--- config.mk ---
export PLATFORM = sky130hd
export DESIGN_NAME = frq_lane_ram
export DESIGN_NICKNAME = d
export VERILOG_FILES = /design/src/rtl/frq_pkg.sv /design/src/rtl/frq_lane_ram.sv
export SDC_FILE = /design/constraint.sdc
export NUM_CORES = 1
export LEC_CHECK = 0
export BUFFER_PORTS_ARGS = -buffer_cell sky130_fd_sc_hd__clkbuf_2
export CORE_MARGIN = 1.5
export CORE_UTILIZATION = 35
export DETAILED_ROUTE_END_ITERATION = 12
export GPL_ROUTABILITY_DRIVEN = 0
export PLACE_DENSITY = 0.67
export SETUP_SLACK_MARGIN = 0.5
export SYNTH_ARGS = -nofsm -noshare
export SYNTH_HDL_FRONTEND = slang
export SYNTH_SLANG_ARGS = --single-unit
--- constraint.sdc ---
create_clock -name clk -period 1.07 [get_ports clk]
set_clock_uncertainty 0.15 [all_clocks]
set_input_delay 0.107 -clock clk [delete_from_list [all_inputs] [get_ports clk]]
set_output_delay 0.107 -clock clk [all_outputs]
set_load 0.02 [all_outputs]
--- src/rtl/frq_pkg.sv ---
// Shared widths, codes and defaults for the quarter-turn frame rotator.
// No dependencies.
`timescale 1ns / 1ps

package frq_pkg;

  localparam int DIM_W      = 9;
  localparam int COORD_W    = 8;
  localparam int BYTE_W     = 8;
  localparam int OFS_W      = 10;
  localparam int CFG_IDX_W  = 2;
  localparam int CFG_DATA_W = 9;
  localparam int LANES      = 4;
  localparam int PIX_BYTES  = 3;
  localparam int ROW_ALIGN  = 4;
  localparam int MAX_DIM_DEFAULT = 256;

  typedef enum logic [CFG_IDX_W-1:0] {
    REG_WIDTH  = 2'd0,
    REG_HEIGHT = 2'd1,
    REG_TURN   = 2'd2
  } cfg_reg_t;

  typedef enum logic {
    CMD_WRITE = 1'b0,
    CMD_READ  = 1'b1
  } cmd_t;

  typedef enum logic {
    TURN_90  = 1'b0,
    TURN_270 = 1'b1
  } turn_t;

endpackage

--- src/rtl/frq_lane_ram.sv ---
// One byte lane of the frame store: one write port, one registered read port.
// Depends on frq_pkg for the byte width.
`timescale 1ns / 1ps

module frq_lane_ram #(
  parameter int DEPTH  = 2,
  parameter int ADDR_W = 1
) (
  input  logic                        clk,
  input  logic                        we,
  input  logic [ADDR_W-1:0]           waddr,
  input  logic [frq_pkg::BYTE_W-1:0]  wdata,
  input  logic                        re,
  input  logic [ADDR_W-1:0]           raddr,
  output logic [frq_pkg::BYTE_W-1:0]  rdata
);

  logic [frq_pkg::BYTE_W-1:0] mem [DEPTH];

  always_ff @(posedge clk) begin
    if (we) begin
      mem[waddr] <= wdata;
    end
    if (re) begin
      rdata <= mem[raddr];
    end
  end

endmodule

==> flow_metrics.tcl <==
set metrics [dict create \
    number_of_cells_after_detailed_placement 82 \
    clockRootBuffer "sky130_fd_sc_hd__clkbuf_4" \
    r2r_end "rdata[4]$_DFFE_PP_" \
    hp-start "wdata[2]" \
    clockBufferDepth 2 \
    worst-endpoint-required_ps 810 \
    worst_setup_hold_path_clk_slew_ps 110 \
    gr-usage-all-layers_pct 7.93 \
    synthAdderAreaFrac_pct 0 \
    rows 17 \
    yosys_register_bits 24 \
    vias_in_the_first_global_route 366 \
    wire_length_of_the_first_global_routing_pass_um 1460 \
    share_of_post_route_cells_with_drive_strength_above_1_pct 57.9 \
    cts_buffers 3 \
    detail_route.wl_per_cell_um 11.0 \
    slew_viol_final 0 \
    maxCapViolations 0 \
    finish.cell_count_without_fillers 85 \
    detail_route.first_pass.iterations 3 \
    netlist.area_leader.share_pct 83.4 \
    cts_sinks 24 \
    avgSynthCellArea_um2 24.7 \
    drc 0 \
    violated_checks "negative hold slack, negative setup slack" \
    routed-via-count 382 \
    dr.first_iter.drc_count 4 \
    total_power_mw 1.64 \
    fp.dieArea_um2 2780 \
    final.period_utilization_pct 102 \
    timing.setup.critical_path_class "reg -> out" \
    post_synth_main_area_contributors "sky130_fd_sc_hd__edfxtp_1 (83%), sky130_fd_sc_hd__mux2_4 (14%), sky130_fd_sc_hd__buf_6 (1.3%)" \
    setup.worst_path.start_class "flip-flop" \
    final_net_count 72 \
    holdWs_ps -158 \
    whs_path_depth 1 \
    synth_fp_nets 48 \
    mapped_cell_area_um2 865 \
    cts.repair_timing.setup_buffer_count 0 \
    critical-path-slowest-cell "sky130_fd_sc_hd__edfxtp_1" \
    synthXorXnorAreaFrac_pct 0 \
    num_io_pins 21 \
    reg2reg_setup_slack_ps 20 \
    timing.hold.worst_endpoint "mem[0][2]$_DFFE_PP_" \
    areaGrowthSynthToFinish_pct 21.0 \
    die_width_um 52.7 \
    synth.mux.area_fraction_pct 13.9 \
    die_y_um 52.7 \
    hold_path.class "in -> reg" \
    max-vdd-ir-drop_v 0.000680 \
    synth_largest_area_cell "sky130_fd_sc_hd__edfxtp_1" \
    post_dr_vias_cell 4.49 \
    synthDistinctLibCells 5 \
    effective_utilization_at_floorplan_pct 38.0 \
    grt_start_max_net_pins 13 \
    critPathLaunch "rdata[7]$_DFFE_PP_" \
    htree_num_levels 1 \
    antenna_found_initial 0 \
    ant_cells 0 \
    finalWorstPathRequiredPeriod_ps 1090 \
    critPathMaxStageDelay_ps 400 \
    buffer_ports.inserted 20 \
    worst_setup_slack_after_layout_ps -21.5 \
    placeableCoreArea_um2 2280 \
    outcome "finished, violations left" \
    worstPathCellList "buf_6" \
    power-per-cell-area_nw_per_um2 1570 \
    synth_sequential_area_ratio_pct 83.4 \
    cp_top_family "flip-flops" \
    synthSimpleGateAreaFrac_pct 1.45 \
    max_slew_headroom_at_the_worst_pin_pct 81.2 \
    cts_tree "yes" \
    timing.reg2reg.worst_path_depth 1 \
    clock.fmax_mhz 916 \
    grt_setup_unrepaired "yes" \
    critPathBufInv 1 \
    dominant_combinational_cell_family_by_area_after_synthesis "multiplexers" \
    finalHoldViolCount 24 \
    rr_startpoint "mem[0][4]$_DFFE_PP_" \
    crit_fanout 1 \
    netlist_instances 35 \
    power.leakage_nw 0.409 \
    tightest_slew_ps 282 \
    cp_data_arrival_time_ps 830 \
    post_detailed_routing_wire_length_um 936 \
    synth_compound_gate_area_share_pct 0 \
    grt-ovfl-total 0 \
    synth_warnings 0 \
    crit_path_end_kind "output port" \
    worstSkewPairLatency_ps 290 \
    detail-route-antenna-nets 0 \
    setup-violations-final 8 \
]
-- metrics by stage --
step	instance area, µm²	util [%]	hold slack [ps]	worst slack [ps]	setup TNS (ps)
after floorplan	875	-	55.9	69.6	0
after global placement	998	43.9	146	-15.1	-104
after detailed placement	998	43.9	150	-41.3	-306
after CTS	1020	44.9	-166	-38.1	-236
after global routing	1050	46.0	-186	-75.8	-515
final	1050	46.0	-158	-21.5	-101
-- report_power, final --
| part | leakage (nW) | internal [mW] | switching (mW) | total (mW) |
|---|---|---|---|---|
| combinational | 0.167 | 0.0862 | 0.0749 | 0.161 |
| sequential | 0.228 | 1.11 | 0.0156 | 1.12 |
| clock | 0.0138 | 0.131 | 0.226 | 0.357 |
| total | 0.409 | 1.33 | 0.316 | 1.64 |
-- area by class of cell --
| cell class | instances | area, µm² |
|---|---|---|
| fillers | 198 | 1230 |
| well taps | 28 | 35.0 |
| clock buffers | 3 | 22.5 |
| flip-flops and latches | 24 | 721 |
| repair buffers | 20 | 125 |
| multi-input cells | 10 | 143 |
-- synthesized netlist by cell type --
master and instances:
sky130_fd_sc_hd__buf_6 1, sky130_fd_sc_hd__and2_1 1, sky130_fd_sc_hd__edfxtp_1 24, sky130_fd_sc_hd__nor2b_1 1
sky130_fd_sc_hd__mux2_4 8
-- layer usage --
layer | track usage, % | vias to the layer above | part of all wire [%]
li1 | - | 184 | -
met1 | 8.05 | 173 | 44
met2 | 12.7 | 21 | 44
met3 | 3.14 | 4 | 9.5
met4 | 6.41 | 0 | 2.0
met5 | 0 | - | 0
-- layout by cell type, fill, tap and decap left out --
cell                       instances
sky130_fd_sc_hd__nor2b_4           1
sky130_fd_sc_hd__mux2_4            8
sky130_fd_sc_hd__clkbuf_2         10
sky130_fd_sc_hd__and2_4            1
sky130_fd_sc_hd__clkbuf_4          3
sky130_fd_sc_hd__buf_6             4
sky130_fd_sc_hd__buf_2             6
sky130_fd_sc_hd__edfxtp_1         24
-- logic make-up after synthesis --
kind of cell	count (synthesis)
DFF	24
buffers and inverters	1
muxes	8
and+or+nand+nor	2
-- timing repair --
action / in CTS / in global routing
endpoints found under the setup margin: 24 / 24
endpoints found under the hold margin: 16 / 24
gates resized for setup: 0 / 16
-- registers in the layout, summed over array words and instances (netlist names) --
name / cells
mem: 16
rdata: 8
-- how the worst max path moves through the flow --
stage	endpoint	slack (ps)	depth (start not counted)
6_report	rdata[7]	-20	1
5_1_grt	rdata[2]	-80	1
4_1_cts	rdata[7]	-40	1
3_5_place_dp	rdata[5]$_DFFE_PP_	-40	2
3_3_place_gp	rdata[3]$_DFFE_PP_	-20	2
2_1_floorplan	rdata[0]$_DFFE_PP_	70	1
No activity file was read; power rests on OpenSTA's default activity.
